**config.mk**
```make
export PLATFORM = sky130hd
export DESIGN_NAME = taws_ram
export DESIGN_NICKNAME = d
export VERILOG_FILES = /design/src/rtl/taws_ram.sv
export SDC_FILE = /design/constraint.sdc
export NUM_CORES = 1
export LEC_CHECK = 0
export ABC_AREA = 1
export BUFFER_PORTS_ARGS = -buffer_cell sky130_fd_sc_hd__buf_2
export CAP_MARGIN = 10
export CORE_ASPECT_RATIO = 1.25
export CORE_MARGIN = 8
export CORE_UTILIZATION = 60
export DETAILED_ROUTE_END_ITERATION = 10
export PLACE_DENSITY_LB_ADDON = 0.2
export SYNTH_ARGS = -nofsm -noshare
export SYNTH_HDL_FRONTEND = slang
export SYNTH_SLANG_ARGS = --single-unit
```
**constraint.sdc**
```tcl
create_clock -name clk -period 5.4 [get_ports clk]
set_input_delay 0 -clock clk [delete_from_list [all_inputs] [get_ports clk]]
set_output_delay 0 -clock clk [all_outputs]
set_load 0.01 [all_outputs]
```
**src/rtl/taws_ram.sv**
```systemverilog
// ----------------------------------------------------------------------------
// taws_ram
// Single-port synchronous RAM with registered read data.
// ----------------------------------------------------------------------------
module taws_ram #(
  parameter int WIDTH = 32,
  parameter int DEPTH = 16,
  localparam int AW = (DEPTH > 1) ? $clog2(DEPTH) : 1
) (
  input  logic             clk,
  input  logic             we,
  input  logic [AW-1:0]    addr,
  input  logic [WIDTH-1:0] wdata,
  output logic [WIDTH-1:0] rdata
);

  logic [WIDTH-1:0] mem [DEPTH];

  always_ff @(posedge clk) begin
    if (we) begin
      mem[addr] <= wdata;
    end
    rdata <= mem[addr];
  end

endmodule

```
==> impl_metrics.env <==
export IMPL_slew_limit_headroom_pct=17.2
export IMPL_peakVddDrop_mv=0.291
export IMPL_yosys_cell_types_count=13
export IMPL_grt_total_usage_pct=22.7
export IMPL_utilization_pct=67.5
export IMPL_synthesized_netlist_net_count=2151
export IMPL_clkPwrFrac_pct=41.0
export IMPL_worstMarginPinSlew_ns=1.24
export IMPL_core_area_um2=36900
export IMPL_critical_path_startpoint_type="primary input"
export IMPL_post_cts_resize_count=0
export IMPL_setup_viol_count_final=0
export IMPL_drtIter0Drc=1409
export IMPL_synth_seq_cells=544
export IMPL_chipHeight_um=231
export IMPL_rr_endpoint="rdata[29]"
export IMPL_net_sw_power_mw=1.94
export IMPL_leakagePower_nw=10.5
export IMPL_synth_most_common_cell="sky130_fd_sc_hd__nand2_1"
export IMPL_achievable_frequency_ghz=0.425
export IMPL_syn_avg_cell_area_um2=10.5
export IMPL_die_width_um=188
export IMPL_critPathMaxFanout=33
export IMPL_setup_tns_final_ns=0
export IMPL_power_internal_mw=7.06
export IMPL_cp_required_ns=5.57
export IMPL_first_global_vias=14100
export IMPL_worstHoldPathType="primary input to flip-flop"
export IMPL_worst_ep_arrival_time_ns=2.53
export IMPL_finish_net_count=2219
export IMPL_clock_sinks=544
export IMPL_number_of_max_slew_violations_in_the_final_report=0
export IMPL_final_setup_skew_ns=0.0205
export IMPL_clockBufferDepth=3
export IMPL_timing_critical_path_max_delay_family="simple AND/OR/NAND/NOR gates"
export IMPL_worstHoldPathCells=6
export IMPL_post_route_drc_count=0
export IMPL_timing_critical_path_slowest_cell_delay_ns=1.01
export IMPL_p_seq_share_pct=52.7
export IMPL_ff_latch_area_um2=16000
export IMPL_regToRegSetupSlack_ns=4.32
export IMPL_share_of_flip_flops_with_an_asynchronous_set_or_reset_after_synthesis_pct=0
export IMPL_synthDominantAreaCellType="sky130_fd_sc_hd__edfxtp_1"
export IMPL_pin_count_of_the_biggest_net_entering_global_routing=189
export IMPL_area_growth_syn_to_layout_pct=12.0
export IMPL_timing_critical_path_to_type="flip-flop"
export IMPL_placed_cell_area_um2=22700
export IMPL_yosys_top_cells_area="sky130_fd_sc_hd__edfxtp_1 69%, sky130_fd_sc_hd__nand2_1 23%, sky130_fd_sc_hd__dfxtp_1 2.9%"
export IMPL_critical_path_reg2reg_startpoint="mem[5][29]"
export IMPL_synth_cells=2113
export IMPL_synth_area_um2=22200
export IMPL_number_of_enable_flip_flop_cells_after_synthesis=512
export IMPL_cts_tree="built"
export IMPL_fp_row_count=79
export IMPL_clock_latency_late_sink_ns=0.58
export IMPL_initial_core_util_pct=60.3
export IMPL_clkSlewWorstSetupHoldPaths_ns=0.06
export IMPL_ctsHtreeMaxLevel=2
export IMPL_register_area_share_after_synthesis_pct=72.1
export IMPL_synth_top_cells_by_count="1378 x sky130_fd_sc_hd__nand2_1, 512 x sky130_fd_sc_hd__edfxtp_1, 70 x sky130_fd_sc_hd__inv_1, 41 x sky130_fd_sc_hd__buf_2, 32 x sky130_fd_sc_hd__dfxtp_1"
export IMPL_fin_worst_hold_slack_ns=0.0697
export IMPL_globalRouteOverflowTotal=0
export IMPL_comb_power_share_pct=6.3
export IMPL_power_density_cell_area_nw_per_um2=362
export IMPL_worst_r2r_path_depth=8
export IMPL_timing_hold_violations_final=0
export IMPL_final_area_um2=24900
export IMPL_antenna_violating_nets_left=0
export IMPL_detail_route_vias_per_cell=5.30
export IMPL_ios=70
export IMPL_grt_pass1_wl_mm=77.0
export IMPL_nFillCells=2707
export IMPL_critical_path_cell_chain="buf_2, inv_1, nor2_4, inv_1, nor2_4"
export IMPL_yosys_warnings=0
export IMPL_cts_inserted_buffers=50
export IMPL_fin_crit_sh_pct=43.6
export IMPL_min_period_ns=2.35
export IMPL_route_vias_total=14400
export IMPL_die_area_um2=43500
export IMPL_category_of_the_most_critical_setup_path="primary input to flip-flop"
export IMPL_place_detailed_hpwl_mm=26.3
export IMPL_hold_end="rdata[30]"
export IMPL_port_buffers=69
export IMPL_min_delay_start="addr[2]"
export IMPL_cts_root_buffer="sky130_fd_sc_hd__clkbuf_16"
export IMPL_result_of_the_run="completed"
export IMPL_rsz0062_at_grt="no"
export IMPL_multiInputGateArea_um2=5400
export IMPL_routabilityCongestion=0.792
export IMPL_yosys_most_used_dff="sky130_fd_sc_hd__edfxtp_1"
export IMPL_p_sw_share_pct=21.6
export IMPL_crit_start="addr[2]"
export IMPL_sum_of_routed_wire_length_over_all_layers_mm=49.9
export IMPL_cap_violations=0
export IMPL_initial_antenna_violation_count=0
export IMPL_crit_slowest_cell="sky130_fd_sc_hd__nor2_4"
export IMPL_drive_above_1_share_pct=8.19
export IMPL_synth_top_area_share_pct=69.2
export IMPL_cp_buffers_inverters=3
export IMPL_insertedDiodeCount=0
export IMPL_postCtsSetupRepairBufs=0
export IMPL_wire_per_inst_um=18.4
export IMPL_detail_route_first_pass_iterations=6
## cell type report
| class | count | area share [%] |
|---|---|---|
| inverter | 71 | 1.10 |
| multi-input combinational | 1400 | 21.7 |
| timing repair buffer | 114 | 3.32 |
| tap | 486 | 2.45 |
| clock inverter | 21 | 1.14 |
| sequential | 544 | 64.4 |
| clock buffer | 73 | 5.91 |
## registers in the layout, indices dropped and copies added, names as in the netlist
register	count
mem	512
rdata	32
## logic make-up (layout without fill, tap and decap cells)
| kind of cell | count (synthesis) | after routing | share of synthesized area, % |
|---|---|---|---|
| AND/OR/NAND/NOR | 1400 | 1400 | 23.7 |
| buffers and inverters | 169 | 279 | 4.22 |
| flip-flops | 544 | 544 | 72.1 |
## worst max-delay path by stage
stage                             end  slack [ns]  cells after the start
after floorplan             mem[5][0]        2.91                      6
after global placement     mem[10][5]        2.57                      4
after detailed placement  mem[10][24]        2.48                      4
after CTS                  mem[10][9]        3.08                      4
after global routing       mem[7][17]        2.96                      5
final                      mem[7][23]        3.05                      5
## power by group through the flow
stage	registers (mW)	logic [mW]	clock network (mW)
after floorplan	4.85	0.328	0
after global placement	4.83	0.534	0
after detailed placement	4.83	0.545	0
after CTS	4.74	0.567	3.72
after global routing	4.75	0.634	3.85
final	4.74	0.567	3.69
## per-stage QoR
step           std cells  power [mW]  setup slack (ns)
3_3_place_gp        2581        5.36              2.57
4_1_cts             2707        9.03              3.08
3_5_place_dp        2581        5.38              2.48
5_1_grt             2709        9.24              2.96
2_1_floorplan       2113        5.18              2.91
6_report            2709        9.00              3.05
## layout by cell type (no fill, tap or decap)
master	netlist	routed
sky130_fd_sc_hd__nand2_1	1378	1378
sky130_fd_sc_hd__edfxtp_1	512	512
sky130_fd_sc_hd__inv_1	70	69
sky130_fd_sc_hd__buf_2	41	67
sky130_fd_sc_hd__clkbuf_16	0	51
sky130_fd_sc_hd__dlygate4sd3_1	0	32
sky130_fd_sc_hd__dfxtp_1	32	32
sky130_fd_sc_hd__nor2_4	0	18
sky130_fd_sc_hd__clkbuf_1	10	11
sky130_fd_sc_hd__clkbuf_8	0	11
sky130_fd_sc_hd__buf_4	17	11
sky130_fd_sc_hd__clkinv_2	0	7
sky130_fd_sc_hd__bufinv_16	0	6
sky130_fd_sc_hd__nand3_1	4	4
sky130_fd_sc_hd__clkinv_1	0	3
sky130_fd_sc_hd__inv_6	1	2
sky130_fd_sc_hd__clkinv_8	0	2
sky130_fd_sc_hd__clkinvlp_4	0	2
sky130_fd_sc_hd__buf_16	0	2
sky130_fd_sc_hd__inv_4	0	1
sky130_fd_sc_hd__buf_6	23	1
sky130_fd_sc_hd__buf_12	0	1
## routing by layer
| layer | GRT usage, % | vias up | share of wire, % |
|---|---|---|---|
| met5 | 0 | - | 0 |
| met4 | 7.59 | 0 | 2.6 |
| met2 | 39.4 | 539 | 50 |
| met1 | 29.3 | 6835 | 41 |
| li1 | - | 6895 | - |
| met3 | 3.23 | 90 | 5.9 |
## what timing repair did
item | CTS | global route
setup endpoints to repair | 0 | 0
hold endpoints to repair | 512 | 0
hold buffers | 32 | 0
## worst register-to-register path, stage by stage, from the launching register on
cell,delay [ns]
sky130_fd_sc_hd__edfxtp_1,0.38
sky130_fd_sc_hd__nand2_1,0.09
sky130_fd_sc_hd__nand2_1,0.08
sky130_fd_sc_hd__nand2_1,0.08
sky130_fd_sc_hd__nand2_1,0.08
sky130_fd_sc_hd__nand2_1,0.06
sky130_fd_sc_hd__nand2_1,0.07
sky130_fd_sc_hd__inv_1,0.06
sky130_fd_sc_hd__nand2_1,0.07
(Power assumes the default switching activity.)
