**src/rtl/taws_pkg.sv**
```systemverilog
// ----------------------------------------------------------------------------
// taws_pkg
// Shared widths, codes, register bundle and memory request type for the
// tiered action weight store.
// ----------------------------------------------------------------------------
package taws_pkg;

  localparam int WORD_W    = 32;
  localparam int ADDR_W    = 21;
  localparam int TILE_W    = 20;
  localparam int TIER_W    = 21;
  localparam int CNT_W     = 5;
  localparam int ACT_W     = 4;
  localparam int SUM_DEPTH = 16;
  localparam int PADDR_W   = 4;
  localparam int PDATA_W   = 32;
  localparam int S_TDATA_W = 56;
  localparam int M_TDATA_W = 40;

  localparam int DEF_MAX_ACTS    = 16;
  localparam int DEF_TIER1_WORDS = 4096;
  localparam int DEF_TIER2_WORDS = 65536;
  localparam int DEF_TIER3_WORDS = 65536;

  localparam logic [CNT_W-1:0]  RST_ACTIONS_PER_TILE = 5'd16;
  localparam logic [TIER_W-1:0] RST_TIER1_END        = 21'd4096;
  localparam logic [TIER_W-1:0] RST_TIER2_END        = 21'd69632;
  localparam logic [TIER_W-1:0] RST_TIER3_END        = 21'd135168;

  typedef enum logic [1:0] {
    REG_ACTIONS_PER_TILE,
    REG_TIER1_END,
    REG_TIER2_END,
    REG_TIER3_END
  } reg_idx_t;

  typedef enum logic [1:0] {
    BANK_ONE,
    BANK_TWO,
    BANK_THREE,
    BANK_NONE
  } bank_t;

  typedef enum logic {
    OP_ACCUM,
    OP_UPDATE
  } op_t;

  typedef struct packed {
    logic [CNT_W-1:0]  actions_per_tile;
    logic [TIER_W-1:0] tier1_end;
    logic [TIER_W-1:0] tier2_end;
    logic [TIER_W-1:0] tier3_end;
  } cfg_t;

  typedef struct packed {
    logic [2:0]        we;
    logic [ADDR_W-1:0] addr;
    logic [WORD_W-1:0] wdata;
  } mem_req_t;

endpackage

```
**src/rtl/taws_cfg.sv**
```systemverilog
// ----------------------------------------------------------------------------
// taws_cfg
// APB register file: action count and the three tier end indices.
// ----------------------------------------------------------------------------
module taws_cfg (
  input  logic                          clk,
  input  logic                          rst,
  input  logic                          psel,
  input  logic                          penable,
  input  logic                          pwrite,
  input  logic [taws_pkg::PADDR_W-1:0]  paddr,
  input  logic [taws_pkg::PDATA_W-1:0]  pwdata,
  output logic [taws_pkg::PDATA_W-1:0]  prdata,
  output logic                          pready,
  output taws_pkg::cfg_t                cfg
);
  import taws_pkg::*;

  reg_idx_t idx;

  assign idx    = reg_idx_t'(paddr[PADDR_W-1:2]);
  assign pready = 1'b1;

  always_ff @(posedge clk) begin
    if (rst) begin
      cfg.actions_per_tile <= RST_ACTIONS_PER_TILE;
      cfg.tier1_end        <= RST_TIER1_END;
      cfg.tier2_end        <= RST_TIER2_END;
      cfg.tier3_end        <= RST_TIER3_END;
    end else if (psel && penable && pwrite && pready) begin
      unique case (idx)
        REG_ACTIONS_PER_TILE: cfg.actions_per_tile <= pwdata[CNT_W-1:0];
        REG_TIER1_END:        cfg.tier1_end        <= pwdata[TIER_W-1:0];
        REG_TIER2_END:        cfg.tier2_end        <= pwdata[TIER_W-1:0];
        REG_TIER3_END:        cfg.tier3_end        <= pwdata[TIER_W-1:0];
      endcase
    end
  end

  always_comb begin
    unique case (idx)
      REG_ACTIONS_PER_TILE: prdata = PDATA_W'(cfg.actions_per_tile);
      REG_TIER1_END:        prdata = PDATA_W'(cfg.tier1_end);
      REG_TIER2_END:        prdata = PDATA_W'(cfg.tier2_end);
      REG_TIER3_END:        prdata = PDATA_W'(cfg.tier3_end);
    endcase
  end

endmodule

```
**config.mk**
```make
export PLATFORM = sky130hd
export DESIGN_NAME = taws_cfg
export DESIGN_NICKNAME = d
export VERILOG_FILES = /design/src/rtl/taws_pkg.sv /design/src/rtl/taws_cfg.sv
export SDC_FILE = /design/constraint.sdc
export NUM_CORES = 1
export LEC_CHECK = 0
export ABC_AREA = 1
export BUFFER_PORTS_ARGS = -buffer_cell sky130_fd_sc_hd__buf_2
export CAP_MARGIN = 20
export CORE_MARGIN = 3
export CORE_UTILIZATION = 45
export DETAILED_ROUTE_END_ITERATION = 8
export GPL_TIMING_DRIVEN = 0
export PLACE_DENSITY = 0.74
export SLEW_MARGIN = 10
export SYNTH_ARGS = -nofsm -noshare
export SYNTH_HDL_FRONTEND = slang
export SYNTH_SLANG_ARGS = --single-unit
```
**constraint.sdc**
```tcl
create_clock -name clk -period 1.5 [get_ports clk]
set_input_delay 0.225 -clock clk [delete_from_list [all_inputs] [get_ports clk]]
set_output_delay 0.225 -clock clk [all_outputs]
set_load 0.01 [all_outputs]
```
==> summary.md, run 1 <==
| Metric | Value |
|---|---|
| Status | `complete, no violations` |
| Worst-Skew Late Latency | `0.34 ns` |
| ANT cells | `0` |
| Worst slew pin tran | `a little under 0.6 ns` |
| Inserted Clock Buffers | `9` |
| Layout overhead on the synthesized area | `28.7%` |
| Maximum VDD drop | `between 0.0005 and 0.0006 V` |
| Startpoint Class | `input pin` |
| Gr usage total | `between 20% and 30%` |
| Ranking of synthesized cells by area | `dfxtp_1, nand2_1, nor2_1` |
| RePlAce Congestion | `0.831` |
| WS Path Type | `input pin to primary output` |
| Hold crit path type | `input pin to flop` |
| Non-Filler Instances | `roughly 750` |
| Top reg by flops | `cfg` |
| Antenna violations before repair | `0` |
| Tmin final | `1.45 ns` |
| Number of synthesized register bits | `68` |
| Max reg flops | `68` |
| Max Clock Skew | `0 ns` |
| Drt drc | `0` |
| Core area | `approximately 7000 sq um` |
| Area of the multi-input gates | `1600 sq um` |
| TritonCTS Sinks | `a little under 70` |
| Tcrit/Tclk final | `between 90% and 100%` |
| Die Y | `between 90 and 100 um` |
| Yosys warning total | `0` |
| Fin nets | `about 690` |
| Pin count of the biggest net entering global routing | `12` |
| Core Util, Final | `about three fifths` |
| Number of global-route vias before repair | `3333` |
| Post-Syn Instances | `509` |
| Placed insts | `731` |
| Fin Setup TNS | `0 ns` |
| Synth Cell Area | `between 3000 and 4000 sq um` |
| FP Rows | `30` |
| First-pass GRT wire length | `16600 um` |
| Dominant synthesized flop cell | `dfxtp_1` |
| Synth top area share | `approximately two fifths` |
| Initial core utilization | `between 40% and 50%` |
| Crit path DAT | `1.23 ns` |
| Seq/Total Area, Yosys | `between 40% and 50%` |
| Fill cell count | `approximately 680` |
| CTS Hold Buffers Added | `0` |
| CP required | `approximately 1.3 ns` |
| Commonest cells post-synth | `nand2_1, nor2_1, nand3_1` |
| TritonCTS clock tree | `yes` |
| FF+latch area | `roughly 1400 sq um` |
| Count of cell types in the netlist | `17` |
| Boundary Pins | `approximately 140` |
| Final instance area | `roughly 4300 sq um` |
| DIE AREA | `8410 sq um` |
| Biggest regs | `cfg x68` |
| Clock transition at path regs | `~0.07 ns` |
| Asr flop ratio synth | `0%` |
| CP Capture Type | `primary output` |
| Leading area contributor after synthesis | `dfxtp_1` |
| Post-Route WL | `a little over 10000 um` |
| Max_cap viols | `0` |
| 1st-iter DRT viols | `186` |
| Die W | `approximately 92 um` |
| Min-Delay Path Depth | `3` |
| Leakage power | `~2.2 nW` |
| F_max | `between 0.6 and 0.7 GHz` |
| Slew Viols, Final | `0` |
| Fraction of layout cells with a size suffix above 1 | `~28%` |
| Most frequent cell after synthesis | `nand2_1` |
| EDFF count, synth | `0` |
| DRT Pass-1 Iters | `4` |
| PwrDens | `between 900 and 1000 nW/um^2` |
| H-tree depth | `3` |
| Avg WL per Cell | `approximately 14 um` |
| Number of vias per cell | `4.87` |
| Antenna Violating Nets Remaining | `0` |
| Final hold viol count | `0` |
| Avg Cell Area, Syn | `between 6 and 7 sq um` |
| Slew headroom | `between 60% and 70%` |
| GRT Residual Overflow | `0` |
| Buffers on Ports | `between 100 and 150` |
| Worst reg2reg path depth | `2` |
| Setup bufs post-CTS | `0` |
| Routed vias | `approximately 3600` |
| DP HPWL | `between 7000 and 8000 um` |
| Final setup violation count | `0` |
| Worst-case clock buffer depth | `2` |
| Pre-CTS setup slack | `-0.00365 ns` |
| Unrepaired setup endpoints after global routing | `yes` |
| Post-place instance area | `slightly above 4000 sq um` |
| CP max FO | `10` |
| Root Buffer | `clkbuf_8` |
| Worst Slack Setup Final | `0.0467 ns` |
-- kinds of logic after synthesis --
kind of cell,Yosys count,synth area share [%]
buffers and inverters,68,11.6
AOI/OAI and AO/OA,2,0.303
and+or+nand+nor,369,46.7
DFF,68,41.2
other,2,0.227
-- worst max-delay path, stage by stage --
cell	delay, ns
buf_2	0.17
inv_2	0.08
nor2_4	0.13
buf_2	0.29
nand2_1	0.09
nand4_1	0.10
buf_2	0.14
-- per-stage QoR --
stage	total power (W)	hold slack, ns
after global routing	0.00409	0.120
final	0.00394	0.125
after floorplan	0.00223	0.351
after CTS	0.00395	0.111
after detailed placement	0.00242	0.470
after global placement	0.00241	0.462
-- report_power, final --
group          leakage [nW]  switching (W)  total (W)  internal [W]
registers             0.551      0.0000305    0.00187       0.00184
logic                  1.57       0.000327   0.000512      0.000185
clock network         0.102       0.000699    0.00155      0.000854
total                  2.22        0.00106    0.00394       0.00288
-- layer usage --
| layer | wire length [um] | GRT usage [%] |
|---|---|---|
| met5 | 0 | 0 |
| met4 | 218 | 9.28 |
| met3 | 974 | 6.40 |
| met2 | 4780 | 39.9 |
| met1 | 4410 | 32.2 |
-- final timing paths --
check,to,from,slack [ns]
max,prdata[2],paddr[3],0.05
min,cfg[37]$_SDFFE_PP1P_,pwdata[16],0.13
max reg2reg,cfg[54]$_SDFFE_PP1P_,cfg[54]$_SDFFE_PP1P_,0.86
min reg2reg,cfg[19]$_SDFFE_PP0P_,cfg[19]$_SDFFE_PP0P_,0.50
-- cells in the final DEF, fill, tap and decap left out, types with 2 or more instances in the layout --
cell / count
buf_2: 126
buf_1: 5
nor2_1: 125
buf_6: 6
nand2_1: 145
clkbuf_8: 11
conb_1: 12
buf_4: 18
inv_2: 4
nor2_2: 3
inv_1: 21
clkbuf_4: 2
nand3_1: 85
nand2_2: 2
nand4_1: 5
clkbuf_1: 3
clkinv_2: 2
dfxtp_1: 68
o21ai_0: 2
nor2_4: 4
-- area by class of cell --
cell class,count,area share (%)
clock buffer,12,3.65
tap,96,2.82
multi-input combinational,383,37.6
inverter,25,2.21
sequential,68,32.0
clock inverter,4,1.12
timing repair buffer,116,13.6
buffer,43,6.91
-- repair_timing --
item / CTS / global route
endpoints found under the setup margin: 1 / 6
pin swaps: 0 / 0
gates resized for setup: 1 / 2
(Power assumes the default switching activity.)
==> run 2: changes to the inputs <==
--- a/config.mk
+++ b/config.mk
@@ -8,11 +8,12 @@
 export ABC_AREA = 1
 export BUFFER_PORTS_ARGS = -buffer_cell sky130_fd_sc_hd__buf_2
 export CAP_MARGIN = 20
+export CORE_ASPECT_RATIO = 1.1
 export CORE_MARGIN = 3
 export CORE_UTILIZATION = 45
 export DETAILED_ROUTE_END_ITERATION = 8
 export GPL_TIMING_DRIVEN = 0
-export PLACE_DENSITY = 0.74
+export PLACE_DENSITY = 0.76
 export SLEW_MARGIN = 10
 export SYNTH_ARGS = -nofsm -noshare
 export SYNTH_HDL_FRONTEND = slang
==> summary.md, run 2 (synthesis results as in run 1) <==
| Metric | Value |
|---|---|
| Max stage delay on crit path | `between 0.2 and 0.3 ns` |
| Routed vias | `between 3000 and 4000` |
| Number of global-route vias before repair | `around 3300` |
| Fin nets | `approximately 690` |
| Final setup violation count | `0` |
| Worst Hold End | `cfg[17]$_SDFFE_PP1P_` |
| Worst hold slack | `~0.11 ns` |
| Fill cell count | `around 700` |
| Slew headroom | `between 60% and 70%` |
| Initial core utilization | `a little under half` |
| Sw power | `0.00103 W` |
| TritonCTS Sinks | `between 60 and 70` |
| Critical R2R Capture | `cfg[63]$_SDFFE_PP0P_` |
| Clock transition at path regs | `roughly 0.07 ns` |
| ANT cells | `0` |
| Placed insts | `720` |
| Sw Ratio | `around a quarter` |
| Number of vias per cell | `between 4 and 5` |
| Core area | `7090 sq um` |
| Post-Route WL | `approximately 10000 um` |
| Reg2reg start | `cfg[63]$_SDFFE_PP0P_` |
| CTS Hold Buffers Added | `0` |
| Final hold viol count | `0` |
| FF-to-FF setup slack | `~0.88 ns` |
| GRT Residual Overflow | `0` |
| Clock share of power | `38.7%` |
| Hold crit path type | `input pin to flop` |
| Startpoint Class | `input pin` |
| Tmin final | `around 1.4 ns` |
| Max Clock Skew | `0 ns` |
| FP Rows | `32` |
| Most common cell type on the critical path | `buf_2` |
| DIE AREA | `8410 sq um` |
| Sequential power share | `48.1%` |
| RePlAce Congestion | `just over 0.8` |
| Gr usage total | `between 20% and 30%` |
| Status | `complete, no violations` |
| Tcrit/Tclk final | `between 90% and 100%` |
| Die W | `a little under 90 um` |
| Top reg by flops | `cfg` |
| Root Buffer | `clkbuf_8` |
| H-tree depth | `3` |
| 1st-iter DRT viols | `roughly 250` |
| DRT Pass-1 Iters | `6` |
| Fraction of layout cells with a size suffix above 1 | `a little over a quarter` |
| CP max FO | `10` |
| Die Y | `95.9 um` |
| Leakage power | `~2.2 nW` |
| Internal Power | `roughly 0.0029 W` |
| CP bufs+invs | `4` |
| Most frequent cells in the layout | `nand2_1, nor2_1, buf_2` |
| Area of the multi-input gates | `1600 sq um` |
| Worst-case clock buffer depth | `2` |
| Antenna violations before repair | `0` |
| Worst-Skew Late Latency | `0.34 ns` |
| CP required | `1.27 ns` |
| Drt drc | `0` |
| Worst reg2reg path depth | `2` |
| TritonCTS clock tree | `yes` |
| Slowest cell on crit path | `clkbuf_4` |
| Logic pwr share | `13.3%` |
| Max_cap viols | `0` |
| Unrepaired setup endpoints after global routing | `no` |
| Pin count of the biggest net entering global routing | `11` |
| Avg WL per Cell | `roughly 14 um` |
| Antenna Violating Nets Remaining | `0` |
| Worst slew pin tran | `a little under 0.6 ns` |
| FF+latch area | `1360 sq um` |
| Min-Delay Path Depth | `3` |
| Worst-path cell chain | `buf_2 > inv_2 > nor2_4 > clkbuf_4 > nand2_1 > nand4_1 > buf_2` |
| CP Capture Type | `primary output` |
| F_max | `between 0.7 and 0.8 GHz` |
| DP HPWL | `7580 um` |
| Inserted Clock Buffers | `9` |
| Most common cell after layout, fill and taps aside | `nand2_1` |
| Maximum VDD drop | `between 0.0005 and 0.0006 V` |
| CP delay by family, top | `buffers and inverters` |
| WS Path Type | `input pin to primary output` |
| PwrDens | `around 920 nW/um^2` |
| First-pass GRT wire length | `approximately 16000 um` |
| Biggest regs | `cfg x68` |
| Buffers on Ports | `between 100 and 150` |
| Crit path DAT | `between 1 and 1.5 ns` |
| Max reg flops | `~70` |
| Hold Path Origin | `pwdata[17]` |
| Layout overhead on the synthesized area | `28.1%` |
| Non-Filler Instances | `between 700 and 800` |
| Boundary Pins | `around 140` |
| Slew Viols, Final | `0` |
==> run 2: cell count changes in the layout (fill, tap and decap cells not counted), sizes merged <==
| cell | delta |
|---|---|
| buf | -3 |
| clkinv | -1 |
| clkinvlp | -1 |
| clkbuf | +3 |
==> run 2: worst max path at each step <==
stage	from	to	cells past startpoint
CTS	paddr[3]	prdata[0]	7
finish	paddr[3]	prdata[0]	7
detailed placement	paddr[3]	prdata[0]	5
global route	paddr[3]	prdata[0]	7
floorplan	psel	cfg[50]$_SDFFE_PP0P_	6
global placement	paddr[3]	prdata[0]	5
==> run 2: area by class of cell <==
cell class / count / area share [%]
Buffer: 43 / 7.12
Clock buffer: 12 / 3.66
Clock inverter: 2 / 0.827
Inverter: 25 / 2.22
Multi-Input combinational cell: 383 / 37.8
Sequential cell: 68 / 32.1
Tap cell: 85 / 2.51
Timing Repair Buffer: 116 / 13.7
==> run 2: power by group through the flow <==
stage          logic, W  clock network [W]  registers (W)
2_1_floorplan  0.000300                  0        0.00193
3_3_place_gp   0.000502                  0        0.00191
3_5_place_dp   0.000508                  0        0.00192
4_1_cts        0.000510            0.00151        0.00188
5_1_grt        0.000574            0.00160        0.00188
6_report       0.000517            0.00151        0.00188
==> run 2: repair_timing <==
action | in CTS | in global routing
buffers inserted | 0 | 0
resized for setup | 1 | 5
endpoints found under the setup margin | 4 | 10
==> run 2: worst register-to-register path, delay by kind of cell (launching register included) <==
kind	cells	cell delay, ns
DFF	1	0.39
and+or+nand+nor	2	0.18
==> run 2: stage by stage <==
stage	power, W	utilization, %	setup WS (ns)	instance area [sq um]	TNS [ns]
6_report	0.00390	59.8	0.0866	4240	0
5_1_grt	0.00406	59.8	0.00438	4240	0
4_1_cts	0.00390	59.6	0.0338	4220	0
3_5_place_dp	0.00242	56.9	-0.0355	4030	-0.0431
3_3_place_gp	0.00242	56.9	-0.0365	4030	-0.0551
2_1_floorplan	0.00223	-	0.475	3340	0
==> run 2: layer usage <==
metal  share of wire (%)  track usage, %  wire length [um]
met1                  42            31.9              4360
met2                  49            41.8              5060
met3                 7.0            5.74               730
met4                 2.3            10.2               241
met5                   0               0                 0
==> run 3: changes to the inputs <==
--- a/config.mk
+++ b/config.mk
@@ -10,10 +10,10 @@
 export CAP_MARGIN = 20
 export CORE_ASPECT_RATIO = 1.1
 export CORE_MARGIN = 3
-export CORE_UTILIZATION = 45
+export CORE_UTILIZATION = 40
 export DETAILED_ROUTE_END_ITERATION = 8
 export GPL_TIMING_DRIVEN = 0
-export PLACE_DENSITY = 0.76
+export PLACE_DENSITY = 0.69
 export SLEW_MARGIN = 10
 export SYNTH_ARGS = -nofsm -noshare
 export SYNTH_HDL_FRONTEND = slang
==> summary.md, run 3 (synthesis results as in run 1) <==
| Metric | Value |
|---|---|
| Status | `complete, no violations` |
| Slew headroom | `63.2%` |
| Max reg flops | `about 70` |
| PwrDens | `about 900 nW/um^2` |
| Worst-Skew Late Latency | `approximately 0.33 ns` |
| Post-place instance area | `roughly 4100 sq um` |
| Critical R2R Capture | `cfg[67]$_SDFFE_PP1P_` |
| Maximum VDD drop | `about 0.00043 V` |
| DRT Pass-1 Iters | `5` |
| Core area | `slightly below 8000 sq um` |
| Die W | `slightly above 90 um` |
| Buffers on Ports | `roughly 120` |
| Startpoint Class | `input pin` |
| FP Rows | `34` |
| Slowest cell on crit path | `buf_2` |
| Min-Delay Path Depth | `3` |
| Pin count of the biggest net entering global routing | `11` |
| CP endpoint | `prdata[0]` |
| Biggest regs | `cfg x68` |
| Number of vias per cell | `between 4 and 5` |
| Avg WL per Cell | `around 14 um` |
| Drt drc | `0` |
| Worst-path cell chain | `buf_2 > inv_2 > nor2_4 > buf_2 > nand2_1 > nand4_1 > buf_2` |
| Max stage delay on crit path | `roughly 0.27 ns` |
| Pre-CTS setup slack | `-0.0447 ns` |
| Fin nets | `about 690` |
| Crit. path cell count | `7` |
| F_max | `between 0.7 and 0.8 GHz` |
| Most common cell type on the critical path | `buf_2` |
| FF-to-FF setup slack | `0.86 ns` |
| CP delay by family, top | `buffers and inverters` |
| Final setup violation count | `0` |
| Tmin final | `between 1 and 1.5 ns` |
| ANT cells | `0` |
| H-tree depth | `3` |
| Fill cell count | `842` |
| Leakage power | `between 2 and 2.5 nW` |
| Worst slew pin tran | `roughly 0.55 ns` |
| CTS Hold Buffers Added | `0` |
| Slew Viols, Final | `0` |
| GRT Residual Overflow | `0` |
| Fin Setup TNS | `0 ns` |
| Number of global-route vias before repair | `3304` |
| Tcrit/Tclk final | `94.9%` |
| Core Util, Final | `a little over half` |
| WS Path Type | `input pin to primary output` |
| Inserted Clock Buffers | `9` |
| CP max FO | `10` |
| Hold crit path type | `input pin to flop` |
| Crit path launch | `paddr[3]` |
| Crit path DAT | `~1.2 ns` |
| TritonCTS clock tree | `yes` |
| DIE AREA | `between 9000 and 10000 sq um` |
| Final instance area | `about 4300 sq um` |
| 1st-iter DRT viols | `around 170` |
| Gr usage total | `approximately 22%` |
| Top reg by flops | `cfg` |
| Max_cap viols | `0` |
| TritonCTS Sinks | `a little under 70` |
| Worst-case clock buffer depth | `2` |
| First-pass GRT wire length | `approximately 16000 um` |
| CP required | `roughly 1.3 ns` |
| Routed vias | `around 3600` |
| DP HPWL | `approximately 7800 um` |
| Worst Slack Setup Final | `0.0767 ns` |
| Reg2reg start | `cfg[67]$_SDFFE_PP1P_` |
| Most common cell after layout, fill and taps aside | `nand2_1` |
| Setup bufs post-CTS | `0` |
| Post-Route WL | `between 10000 and 15000 um` |
| Initial core utilization | `around 42%` |
| Fraction of layout cells with a size suffix above 1 | `a little over a quarter` |
| Final hold viol count | `0` |
| CP bufs+invs | `4` |
| Die Y | `~100 um` |
| Root Buffer | `clkbuf_8` |
| Clock transition at path regs | `0.07 ns` |
| Most frequent cells in the layout | `nand2_1, nor2_1, buf_2` |
| Antenna Violating Nets Remaining | `0` |
| Antenna violations before repair | `0` |
| RePlAce Congestion | `~0.80` |
| Layout overhead on the synthesized area | `28.9%` |
| Max Clock Skew | `0 ns` |
| CP Capture Type | `primary output` |
| Unrepaired setup endpoints after global routing | `no` |
| Boundary Pins | `roughly 140` |
| Worst reg2reg path depth | `2` |
==> run 3: power by group <==
part	switching (W)	leakage (nW)	total, W	internal, W
clock	0.000653	0.0983	0.00149	0.000839
combinational	0.000328	1.57	0.000515	0.000187
sequential	0.0000300	0.551	0.00188	0.00185
total	0.00101	2.22	0.00388	0.00287
==> run 3: layout make-up <==
type / instances / area [sq um] / share of cell area (%)
Clock buffer: 12 / 155 / 3.64
Inverter: 25 / 93.8 / 2.20
Sequential cell: 68 / 1360 / 31.9
Buffer: 43 / 299 / 7.02
Multi-Input combinational cell: 383 / 1600 / 37.6
Tap cell: 108 / 135 / 3.17
Timing Repair Buffer: 116 / 581 / 13.6
Clock inverter: 2 / 35.0 / 0.822
==> run 3: what timing repair did <==
item | 4_1_cts | 5_1_grt
endpoints found under the setup margin | 2 | 20
gates resized for setup | 1 | 6
cloned | 0 | 0
==> run 3: per-layer routing <==
layer	vias to the layer above	part of all wire (%)	GRT usage, %	wire length, um
li1	1833	-	-	-
met1	1655	42	27.3	4470
met2	127	50	38.7	5250
met3	21	6.0	3.64	630
met4	0	2.0	10.6	214
met5	-	0	0	0
==> run 3: worst min-delay path by stage <==
stage,endpoint,slack (ns),start
global placement,cfg[17]$_SDFFE_PP1P_,0.46,pwdata[17]
finish,cfg[67]$_SDFFE_PP1P_,0.13,pwdata[4]
global route,cfg[67]$_SDFFE_PP1P_,0.14,pwdata[4]
detailed placement,cfg[17]$_SDFFE_PP1P_,0.47,pwdata[17]
floorplan,cfg[12]$_SDFFE_PP1P_,0.35,pwdata[12]
CTS,cfg[17]$_SDFFE_PP1P_,0.12,pwdata[17]
==> run 3: metrics by stage <==
stage / total power (W) / std cells / hold WS, ns
after floorplan: 0.00223 / 519 / 0.351
after global placement: 0.00242 / 743 / 0.465
after detailed placement: 0.00243 / 743 / 0.470
after CTS: 0.00389 / 757 / 0.119
after global routing: 0.00402 / 757 / 0.139
final: 0.00388 / 757 / 0.126
==> run 3: worst reg2reg max path, stage by stage (launching register included) <==
cell and delay, ns:
dfxtp_1 0.34, o21ai_0 0.09, nand3_1 0.09
